`config.mk`:
```
export PLATFORM = sky130hd
export DESIGN_NAME = keyword_token_lexer_unit
export DESIGN_NICKNAME = d
export VERILOG_FILES = /design/src/kwl_pkg.sv /design/src/kwl_keyword_unit.sv /design/src/kwl_out_fifo.sv /design/src/keyword_token_lexer_unit.sv
export SDC_FILE = /design/constraint.sdc
export NUM_CORES = 1
export LEC_CHECK = 0
export BUFFER_PORTS_ARGS = -buffer_cell sky130_fd_sc_hd__buf_2
export CORE_UTILIZATION = 65
export DETAILED_ROUTE_END_ITERATION = 6
export MAX_ROUTING_LAYER = met4
export PLACE_DENSITY = 0.83
export SLEW_MARGIN = 20
export SYNTH_ARGS = -nofsm -noshare
export SYNTH_HDL_FRONTEND = slang
export SYNTH_SLANG_ARGS = --single-unit
```
`constraint.sdc`:
```
create_clock -name clk -period 7.15 [get_ports clk]
set_input_delay 1.43 -clock clk [delete_from_list [all_inputs] [get_ports clk]]
set_output_delay 1.43 -clock clk [all_outputs]
set_load 0.02 [all_outputs]
```
`src/kwl_pkg.sv`:
```
// Shared types, constants and helper functions for the keyword token lexer.
// Used by kwl_keyword_unit, kwl_out_fifo and keyword_token_lexer_unit.
// Depends on nothing else.
package kwl_pkg;

	localparam int OFFSET_BITS = 32;
	localparam int MAX_LEXEME = 255;
	localparam int LEN_BITS = 8;
	localparam int KIND_BITS = 5;
	localparam int CHAR_BITS = 8;
	localparam int START_BITS = 32;
	localparam int NUM_KEYWORDS = 22;
	localparam int KW_MAX_CHARS = 10;
	localparam int KW_LEN_BITS = 4;
	localparam int NUM_FLAGS = 4;

	localparam int FIFO_DEPTH = 4;
	localparam int FIFO_PTR_BITS = $clog2(FIFO_DEPTH);
	localparam int FIFO_CNT_BITS = $clog2(FIFO_DEPTH + 1);

	typedef logic [KIND_BITS-1:0] kind_t;
	typedef logic [CHAR_BITS-1:0] char_t;
	typedef logic [LEN_BITS-1:0] len_t;
	typedef logic [OFFSET_BITS-1:0] offset_t;
	typedef logic [NUM_KEYWORDS-1:0] cand_t;
	typedef logic [NUM_FLAGS-1:0] flags_t;

	localparam kind_t KIND_LABEL = 5'd22;
	localparam kind_t KIND_STRING = 5'd23;
	localparam kind_t KIND_DOUBLE = 5'd24;
	localparam kind_t KIND_INTEGER = 5'd25;
	localparam kind_t KIND_IDENT = 5'd26;
	localparam kind_t KIND_END = 5'd27;

	// Input item kinds.
	localparam logic ITEM_CHAR = 1'b0;
	localparam logic ITEM_END = 1'b1;

	localparam char_t CH_LBRACKET = 8'h5B;
	localparam char_t CH_RBRACKET = 8'h5D;
	localparam char_t CH_QUOTE = 8'h22;
	localparam char_t CH_MINUS = 8'h2D;
	localparam char_t CH_DOT = 8'h2E;
	localparam char_t CH_SPACE = 8'h20;
	localparam char_t CH_TAB = 8'h09;
	localparam char_t CH_CR = 8'h0D;
	localparam char_t CH_ZERO = 8'h30;
	localparam char_t CH_NINE = 8'h39;

	// Bit positions in the number flags.
	localparam int NF_FIRST_DIGIT = 0;
	localparam int NF_FIRST_MINUS = 1;
	localparam int NF_SECOND_DIGIT = 2;
	localparam int NF_DOT = 3;

	localparam cand_t ALL_CANDIDATES = '1;

	// Keyword text, right-justified in each entry.
	localparam logic [KW_MAX_CHARS*CHAR_BITS-1:0] KW_TEXT [NUM_KEYWORDS] = '{
		"PUSH.INT", "PUSH.STR", "PUSH.DBL", "READ.INT", "READ.STR", "READ.DBL",
		"ADD", "SUB", "MUL", "DIV", "EXP", "MOD", "POP", "SWAP", "STORE", "LOAD",
		"PULL", "JMP.EQ.0", "JMP.GT.0", "JMP", "PRINT", "STR.CONCAT"
	};

	localparam logic [KW_LEN_BITS-1:0] KW_LEN [NUM_KEYWORDS] = '{
		4'd8, 4'd8, 4'd8, 4'd8, 4'd8, 4'd8, 4'd3, 4'd3, 4'd3, 4'd3, 4'd3,
		4'd3, 4'd3, 4'd4, 4'd5, 4'd4, 4'd4, 4'd8, 4'd8, 4'd3, 4'd5, 4'd10
	};

	typedef enum logic [3:0] {
		MODE_IDLE = 4'b0001,
		MODE_WORD = 4'b0010,
		MODE_LABEL = 4'b0100,
		MODE_STRING = 4'b1000
	} scan_mode_t;

	typedef struct packed {
		kind_t token_kind;
		logic [START_BITS-1:0] start_offset;
		len_t lexeme_length;
		logic too_long;
		logic last;
	} result_t;

	typedef struct packed {
		logic [FIFO_CNT_BITS-1:0] level;
		logic near_full;
	} fifo_status_t;

	function automatic logic is_space(input char_t c);
		is_space = (c == CH_SPACE) || (c >= CH_TAB && c <= CH_CR);
	endfunction

	function automatic logic is_digit(input char_t c);
		is_digit = (c >= CH_ZERO) && (c <= CH_NINE);
	endfunction

	// Byte idx of keyword k; zero past the end of the keyword.
	function automatic char_t kw_byte(input int k, input len_t idx);
		int sh;
		sh = (int'(KW_LEN[k]) - 1 - int'(idx)) * CHAR_BITS;
		if (int'(idx) < int'(KW_LEN[k])) begin
			kw_byte = KW_TEXT[k][sh +: CHAR_BITS];
		end else begin
			kw_byte = '0;
		end
	endfunction

endpackage

```
`src/kwl_keyword_unit.sv`:
```
// Keyword candidate update, number flag update and word classification.
// Pure combinational logic on the lexer's token state.
// Depends on kwl_pkg.
module kwl_keyword_unit (
	input  kwl_pkg::cand_t  cand,
	input  kwl_pkg::len_t   len,
	input  logic            overflow,
	input  kwl_pkg::flags_t flags,
	input  kwl_pkg::char_t  char_code,
	output kwl_pkg::cand_t  cand_next,
	output kwl_pkg::flags_t flags_next,
	output kwl_pkg::kind_t  word_kind
);

	logic found;

	// Each keyword stays a candidate only while the new byte matches it at this index.
	always_comb begin
		for (int k = 0; k < kwl_pkg::NUM_KEYWORDS; k++) begin
			cand_next[k] = cand[k] && !overflow &&
				(int'(len) < int'(kwl_pkg::KW_LEN[k])) &&
				(kwl_pkg::kw_byte(k, len) == char_code);
		end
	end

	always_comb begin
		flags_next = flags;
		if (len == '0) begin
			if (kwl_pkg::is_digit(char_code)) begin
				flags_next[kwl_pkg::NF_FIRST_DIGIT] = 1'b1;
			end
			if (char_code == kwl_pkg::CH_MINUS) begin
				flags_next[kwl_pkg::NF_FIRST_MINUS] = 1'b1;
			end
		end else if (len == kwl_pkg::len_t'(1) && !overflow && kwl_pkg::is_digit(char_code)) begin
			flags_next[kwl_pkg::NF_SECOND_DIGIT] = 1'b1;
		end
		if (char_code == kwl_pkg::CH_DOT) begin
			flags_next[kwl_pkg::NF_DOT] = 1'b1;
		end
	end

	always_comb begin
		found = 1'b0;
		word_kind = kwl_pkg::KIND_IDENT;
		for (int k = 0; k < kwl_pkg::NUM_KEYWORDS; k++) begin
			if (!found && cand[k] && !overflow &&
				(len == kwl_pkg::len_t'(kwl_pkg::KW_LEN[k]))) begin
				word_kind = kwl_pkg::kind_t'(k);
				found = 1'b1;
			end
		end
		if (!found && (flags[kwl_pkg::NF_FIRST_DIGIT] ||
			(flags[kwl_pkg::NF_FIRST_MINUS] && flags[kwl_pkg::NF_SECOND_DIGIT]))) begin
			word_kind = flags[kwl_pkg::NF_DOT] ? kwl_pkg::KIND_DOUBLE : kwl_pkg::KIND_INTEGER;
		end
	end

endmodule

```
`src/kwl_out_fifo.sv`:
```
// Small result queue in flip-flops: takes up to two results a cycle, gives one.
// Reports its level and whether it can still take two more.
// Depends on kwl_pkg.
module kwl_out_fifo (
	input  logic                   clk,
	input  logic                   arst_n,
	input  logic [1:0]             push_cnt,
	input  kwl_pkg::result_t       push_a,
	input  kwl_pkg::result_t       push_b,
	input  logic                   pop,
	output logic                   head_valid,
	output kwl_pkg::result_t       head,
	output kwl_pkg::fifo_status_t  status
);

	kwl_pkg::result_t entries_q [kwl_pkg::FIFO_DEPTH];
	logic [kwl_pkg::FIFO_PTR_BITS-1:0] wr_ptr_q;
	logic [kwl_pkg::FIFO_PTR_BITS-1:0] rd_ptr_q;
	logic [kwl_pkg::FIFO_CNT_BITS-1:0] count_q;
	logic [kwl_pkg::FIFO_PTR_BITS-1:0] wr_ptr_b;
	logic do_pop;

	assign wr_ptr_b = kwl_pkg::FIFO_PTR_BITS'(wr_ptr_q + 1'b1);
	assign head_valid = (count_q != '0);
	assign head = entries_q[rd_ptr_q];
	assign do_pop = pop && head_valid;

	assign status.level = count_q;
	assign status.near_full = (count_q > kwl_pkg::FIFO_CNT_BITS'(kwl_pkg::FIFO_DEPTH - 2));

	always_ff @(posedge clk) begin
		if (push_cnt != 2'd0) begin
			entries_q[wr_ptr_q] <= push_a;
		end
		if (push_cnt == 2'd2) begin
			entries_q[wr_ptr_b] <= push_b;
		end
	end

	always_ff @(posedge clk or negedge arst_n) begin
		if (!arst_n) begin
			wr_ptr_q <= '0;
			rd_ptr_q <= '0;
			count_q <= '0;
		end else begin
			wr_ptr_q <= kwl_pkg::FIFO_PTR_BITS'(wr_ptr_q + push_cnt);
			if (do_pop) begin
				rd_ptr_q <= kwl_pkg::FIFO_PTR_BITS'(rd_ptr_q + 1'b1);
			end
			count_q <= kwl_pkg::FIFO_CNT_BITS'(count_q + push_cnt - {2'b00, do_pop});
		end
	end

endmodule

```
`src/keyword_token_lexer_unit.sv`:
```
// Top level of the keyword token lexer: token state machine and result queue.
// Depends on kwl_pkg, kwl_keyword_unit and kwl_out_fifo.
//
//  Channel | Direction | Handshake          | Payload
//  in      | input     | in_valid/in_stall   | kind, char_code
//  out     | output    | out_valid/out_stall | token_kind, start_offset, lexeme_length,
//          |           |                     | too_long, last
//
// One item is taken per cycle while in_stall is low; each updates the token state and
// queues zero, one or two results, the earliest visible the cycle after if the queue was empty.
// Results leave through a four-entry queue, one per cycle while out_stall is low; in_stall rises while
// it holds more than two, so a stalled output backs up into the input.
// arst_n clears the token state, the offset and the queue.
module keyword_token_lexer_unit (
	input  logic                            clk,
	input  logic                            arst_n,
	input  logic                            in_valid,
	output logic                            in_stall,
	input  logic                            kind,
	input  logic [kwl_pkg::CHAR_BITS-1:0]   char_code,
	output logic                            out_valid,
	input  logic                            out_stall,
	output logic [kwl_pkg::KIND_BITS-1:0]   token_kind,
	output logic [kwl_pkg::START_BITS-1:0]  start_offset,
	output logic [kwl_pkg::LEN_BITS-1:0]    lexeme_length,
	output logic                            too_long,
	output logic                            last
);

	kwl_pkg::scan_mode_t mode_q, mode_n;
	kwl_pkg::offset_t pos_q, pos_n;
	kwl_pkg::offset_t start_q, start_n;
	kwl_pkg::len_t len_q, len_n;
	logic ovf_q, ovf_n;
	kwl_pkg::cand_t cand_q, cand_n;
	kwl_pkg::flags_t flags_q, flags_n;

	kwl_pkg::cand_t cand_upd;
	kwl_pkg::flags_t flags_upd;
	kwl_pkg::kind_t word_kind;

	logic accept;
	logic do_append;
	logic word_byte;
	logic do_clear;
	logic pending;
	logic [1:0] push_cnt;
	kwl_pkg::result_t push_a, push_b;
	kwl_pkg::result_t flush_res, end_res, head;
	kwl_pkg::fifo_status_t fifo_status;
	logic head_valid;

	kwl_keyword_unit u_keyword (
		.cand       (cand_q),
		.len        (len_q),
		.overflow   (ovf_q),
		.flags      (flags_q),
		.char_code  (char_code),
		.cand_next  (cand_upd),
		.flags_next (flags_upd),
		.word_kind  (word_kind)
	);

	assign accept = in_valid && !in_stall;
	assign pending = (mode_q != kwl_pkg::MODE_IDLE) && (len_q != '0);

	always_comb begin
		flush_res.start_offset = kwl_pkg::START_BITS'(start_q);
		flush_res.lexeme_length = len_q;
		flush_res.too_long = ovf_q;
		flush_res.last = 1'b1;
		case (mode_q)
			kwl_pkg::MODE_WORD: flush_res.token_kind = word_kind;
			kwl_pkg::MODE_LABEL: flush_res.token_kind = kwl_pkg::KIND_LABEL;
			default: flush_res.token_kind = kwl_pkg::KIND_STRING;
		endcase
	end

	always_comb begin
		end_res.token_kind = kwl_pkg::KIND_END;
		end_res.start_offset = kwl_pkg::START_BITS'(pos_q);
		end_res.lexeme_length = '0;
		end_res.too_long = 1'b0;
		end_res.last = 1'b1;
	end

	always_comb begin
		mode_n = mode_q;
		pos_n = pos_q;
		start_n = start_q;
		len_n = len_q;
		ovf_n = ovf_q;
		cand_n = cand_q;
		flags_n = flags_q;
		do_append = 1'b0;
		word_byte = 1'b0;
		do_clear = 1'b0;
		push_cnt = 2'd0;
		push_a = flush_res;
		push_b = end_res;

		if (accept) begin
			if (kind == kwl_pkg::ITEM_END) begin
				// The pending token, if any, goes out ahead of the end token.
				if (pending) begin
					push_cnt = 2'd2;
					push_a.last = 1'b0;
				end else begin
					push_cnt = 2'd1;
					push_a = end_res;
				end
				do_clear = 1'b1;
				mode_n = kwl_pkg::MODE_IDLE;
				pos_n = '0;
				start_n = '0;
			end else begin
				pos_n = kwl_pkg::OFFSET_BITS'(pos_q + 1'b1);
				case (mode_q)
					kwl_pkg::MODE_IDLE: begin
						if (kwl_pkg::is_space(char_code)) begin
							mode_n = kwl_pkg::MODE_IDLE;
						end else if (char_code == kwl_pkg::CH_LBRACKET) begin
							mode_n = kwl_pkg::MODE_LABEL;
							start_n = kwl_pkg::OFFSET_BITS'(pos_q + 1'b1);
						end else if (char_code == kwl_pkg::CH_QUOTE) begin
							mode_n = kwl_pkg::MODE_STRING;
							start_n = kwl_pkg::OFFSET_BITS'(pos_q + 1'b1);
						end else begin
							mode_n = kwl_pkg::MODE_WORD;
							start_n = pos_q;
							do_append = 1'b1;
							word_byte = 1'b1;
						end
					end
					kwl_pkg::MODE_WORD: begin
						if (kwl_pkg::is_space(char_code)) begin
							push_cnt = 2'd1;
							do_clear = 1'b1;
							mode_n = kwl_pkg::MODE_IDLE;
						end else begin
							do_append = 1'b1;
							word_byte = 1'b1;
						end
					end
					kwl_pkg::MODE_LABEL: begin
						if (char_code == kwl_pkg::CH_RBRACKET) begin
							push_cnt = {1'b0, pending};
							do_clear = 1'b1;
							mode_n = kwl_pkg::MODE_IDLE;
						end else begin
							do_append = 1'b1;
						end
					end
					kwl_pkg::MODE_STRING: begin
						if (char_code == kwl_pkg::CH_QUOTE) begin
							push_cnt = {1'b0, pending};
							do_clear = 1'b1;
							mode_n = kwl_pkg::MODE_IDLE;
						end else begin
							do_append = 1'b1;
						end
					end
					default: begin
						do_clear = 1'b1;
						mode_n = kwl_pkg::MODE_IDLE;
					end
				endcase
			end
		end

		if (do_clear) begin
			len_n = '0;
			ovf_n = 1'b0;
			cand_n = kwl_pkg::ALL_CANDIDATES;
			flags_n = '0;
		end else if (do_append) begin
			if (len_q < kwl_pkg::LEN_BITS'(kwl_pkg::MAX_LEXEME)) begin
				len_n = kwl_pkg::LEN_BITS'(len_q + 1'b1);
			end else begin
				ovf_n = 1'b1;
			end
			if (word_byte) begin
				cand_n = cand_upd;
				flags_n = flags_upd;
			end
		end
	end

	always_ff @(posedge clk or negedge arst_n) begin
		if (!arst_n) begin
			mode_q <= kwl_pkg::MODE_IDLE;
			pos_q <= '0;
			start_q <= '0;
			len_q <= '0;
			ovf_q <= 1'b0;
			cand_q <= kwl_pkg::ALL_CANDIDATES;
			flags_q <= '0;
		end else begin
			mode_q <= mode_n;
			pos_q <= pos_n;
			start_q <= start_n;
			len_q <= len_n;
			ovf_q <= ovf_n;
			cand_q <= cand_n;
			flags_q <= flags_n;
		end
	end

	kwl_out_fifo u_out_fifo (
		.clk        (clk),
		.arst_n     (arst_n),
		.push_cnt   (push_cnt),
		.push_a     (push_a),
		.push_b     (push_b),
		.pop        (!out_stall),
		.head_valid (head_valid),
		.head       (head),
		.status     (fifo_status)
	);

	assign in_stall = fifo_status.near_full;
	assign out_valid = head_valid;
	assign token_kind = head.token_kind;
	assign start_offset = head.start_offset;
	assign lexeme_length = head.lexeme_length;
	assign too_long = head.too_long;
	assign last = head.last;

	// The queue never holds more than its depth.
	assert property (@(posedge clk) disable iff (!arst_n)
		fifo_status.level <= kwl_pkg::FIFO_CNT_BITS'(kwl_pkg::FIFO_DEPTH))
		else $error("result queue overfilled");

	// An end item returns the lexer to offset zero between tokens.
	assert property (@(posedge clk) disable iff (!arst_n)
		(accept && kind == kwl_pkg::ITEM_END) |=>
		(pos_q == '0 && mode_q == kwl_pkg::MODE_IDLE && len_q == '0))
		else $error("end item did not restart the lexer");

	// The overflow flag is only set once the length has saturated.
	assert property (@(posedge clk) disable iff (!arst_n)
		ovf_q |-> (len_q == kwl_pkg::LEN_BITS'(kwl_pkg::MAX_LEXEME)))
		else $error("overflow without saturated length");

	// Between tokens the token state is clear.
	assert property (@(posedge clk) disable iff (!arst_n)
		(mode_q == kwl_pkg::MODE_IDLE) |->
		(len_q == '0 && !ovf_q && cand_q == kwl_pkg::ALL_CANDIDATES && flags_q == '0))
		else $error("token state not clear while idle");

endmodule

```
==> flow_summary.json <==
{
  "ys_warn_count": 0,
  "cts-root-buf": "clkbuf_16",
  "yosys.area.top_type_share_pct": 21.72,
  "synth_top_flop_cell": "edfxtp_1",
  "max_freq_ghz": 0.2108,
  "firstDrtPassIters": 6,
  "synth_area_leaders": "edfxtp_1 (22%), dfrtp_1 (12%), dfxtp_1 (6.8%)",
  "path_clk_slew_ns": 0.06,
  "synth_edf_count": 128,
  "nNetsFinal": 1783,
  "ctsHoldBuffers": 0,
  "die_w_um": 167.0,
  "final.min_clock_period_ns": 4.745,
  "r2r_slack_ns": 2.55,
  "synthesis.nets": 1840,
  "fillers": 1904,
  "place_area_sq_um": 17830,
  "synth-seq-area-share_pct": 44.22,
  "avgSynthCellArea_sq_um": 9.800,
  "ys_top_cells_by_count": "nand2_1 (175), o21ai_0 (140), a22o_1 (133), nor2_1 (130), edfxtp_1 (128)",
  "cp.arrival_ns": 4.88,
  "wl_met2_um": 22780,
  "cts_buffers": 34,
  "cap_violations": 0,
  "htreeDepth": 2,
  "setup_viol": 0,
  "outcome": "finished clean",
  "synth_async_sr_flop_share_pct": 36.91,
  "dp_hpwl_um": 30310,
  "cp-start-kind": "input port",
  "drt_iter0_drc": 1991,
  "synth_most_common_cell": "nand2_1",
  "ioPinCount": 62,
  "critPathMaxFanout": 39,
  "area_growth_pct": 6.872,
  "port_buffers": 61,
  "vias_per_cell": 7.090,
  "total_power_mw": 6.807,
  "antenna_found_initial": 1,
  "hold_viol_final": 0,
  "insertion_delay_ns": 0.53,
  "post_cts_buffers": 0,
  "ctsResizeCount": 0,
  "slew_violations": 0,
  "tightest_slew_ns": 1.109,
  "via_count": 15010,
  "ys_types": 89,
  "grt_overflow_total": 0,
  "place.gp.congestion": 0.9836,
  "path_class": "input port to flip-flop",
  "stdcell_count": 2117,
  "clock_path_buffers": 3,
  "drive_gt1_share_pct": 13.80,
  "holdCritStartpoint": "u_out_fifo.entries_q[1][0]",
  "fin_tns_setup_ns": 0,
  "wire_per_inst_um": 23.65,
  "yosys.area.top_type": "edfxtp_1",
  "routed_wl_um": 50070,
  "grt_max_degree": 76,
  "r2r-end": "u_out_fifo.entries_q[3][32]",
  "die_h_um": 167.0,
  "dieArea_sq_um": 27890,
  "hold_path_class": "flip-flop to flip-flop",
  "wl_met1_um": 20100,
  "final_antenna_net_count": 0,
  "cts_tree": "yes",
  "hold_end": "u_out_fifo.entries_q[1][0]",
  "required_ns": 7.28,
  "fin_crit_sh_pct": 66.36,
  "grt_first_pass_wirelength_um": 78720,
  "grtUsageTotal_pct": 37.15,
  "initial_core_util_pct": 66.04,
  "cp-end-kind": "flip-flop",
  "core_area_sq_um": 26800,
  "ys_ff_latch": 298,
  "clock-sinks": 298,
  "holdPathStages": 1,
  "power.leakage_nw": 6.850,
  "ir_worst_vdd_mv": 0.1794,
  "ff2ff_path_depth": 7,
  "routed.top_layer": "met4",
  "rows": 60,
  "r2r-start": "len_q[1]",
  "dp.cells": 2054,
  "final_cell_area_sq_um": 18910,
  "powerDensity_nw_per_um2": 359.9,
  "syn_inst": 1806,
  "wl_met3_um": 5860,
  "route.detailed.drc": 0,
  "grt_pass1_vias": 14030,
  "rsz0062_at_grt": "false",
  "synth_area_sq_um": 17700,
  "clock_skew_ns": 0.02929,
  "max_slew_margin_pct": 25.90
}
==> power by group <==
group | switching [mW] | internal, mW
clock network | 0.711 | 0.982
registers | 0.278 | 2.12
logic | 1.71 | 1.01
total | 2.70 | 4.11
==> worst max-delay path by stage <==
stage / from / endpoint / slack [ns] / cells after the start
after global placement: kind / u_out_fifo.entries_q[3][26] / 2.14 / 5
after detailed placement: kind / u_out_fifo.entries_q[3][25] / 1.96 / 5
after global routing: kind / u_out_fifo.entries_q[3][31] / 2.17 / 5
final: kind / u_out_fifo.entries_q[3][32] / 2.41 / 5
after floorplan: char_code[3] / u_out_fifo.entries_q[3][10] / 3.01 / 7
after CTS: kind / u_out_fifo.entries_q[3][31] / 2.46 / 5
==> placed cells by master, fill, tap and decap left out, types with 60 or more instances in the layout <==
cell type / n
nor2_1: 129
dfxtp_1: 60
a22o_1: 133
nand3_1: 88
o21ai_0: 140
a21oi_1: 89
nand2_1: 173
nor3_1: 64
edfxtp_1: 128
dfrtp_1: 84
buf_2: 60
==> sequential cells by signal (all words and copies together) (netlist names) <==
signal	flops
u_out_fifo.rd_ptr_q	2
ovf_q	1
u_out_fifo.entries_q	188
mode_q	4
u_out_fifo.wr_ptr_q	2
start_q	32
u_out_fifo.count_q	3
flags_q	4
pos_q	32
cand_q	22
len_q	8
==> cells by family (layout without fill, tap and decap cells) <==
kind of cell               after synthesis  in the layout  synth area share (%)
and+or+nand+nor                        609            609                 16.92
AOI/OAI and AO/OA                      516            516                 20.47
DFF                                    298            298                 44.22
buffers and inverters                  202            171                 5.055
xor gates and xnor gates                85             85                 4.206
muxes                                   75             75                 7.607
adders and majority gates               21             21                 1.527
other                                    0              1                     0
==> through the flow <==
stage | utilization (%) | hold WS [ns] | setup WS [ns]
finish | 70.57 | 0.4730 | 2.405
global route | 70.57 | 0.4946 | 2.168
CTS | 70.56 | 0.4685 | 2.457
detailed placement | 66.52 | 0.4526 | 1.959
global placement | 66.52 | 0.4410 | 2.138
floorplan | - | 0.4354 | 3.008
==> worst max-delay path, cell delays in order <==
cell and delay (ns):
buf_2 0.60, clkinv_1 0.55, nor4_2 0.87, nand2_1 0.47, nand2_2 0.91
==> area by class of cell <==
class | count | area (sq um) | area share [%]
multi-input combinational | 1306 | 9009 | 47.63
sequential | 298 | 7830 | 41.40
clock buffer | 44 | 949.7 | 5.021
timing repair buffer | 81 | 457.9 | 2.421
tap | 341 | 426.7 | 2.256
clock inverter | 18 | 133.9 | 0.7078
inverter | 28 | 105.1 | 0.5557
antenna | 1 | 2.502 | 0.01323
==> metal layers <==
layer,track usage [%],vias up
li1,-,6658
met1,50.34,7314
met2,55.85,907
met3,7.676,131
met4,12.36,0
met5,-,-
Power figures use the tool's default switching activity.
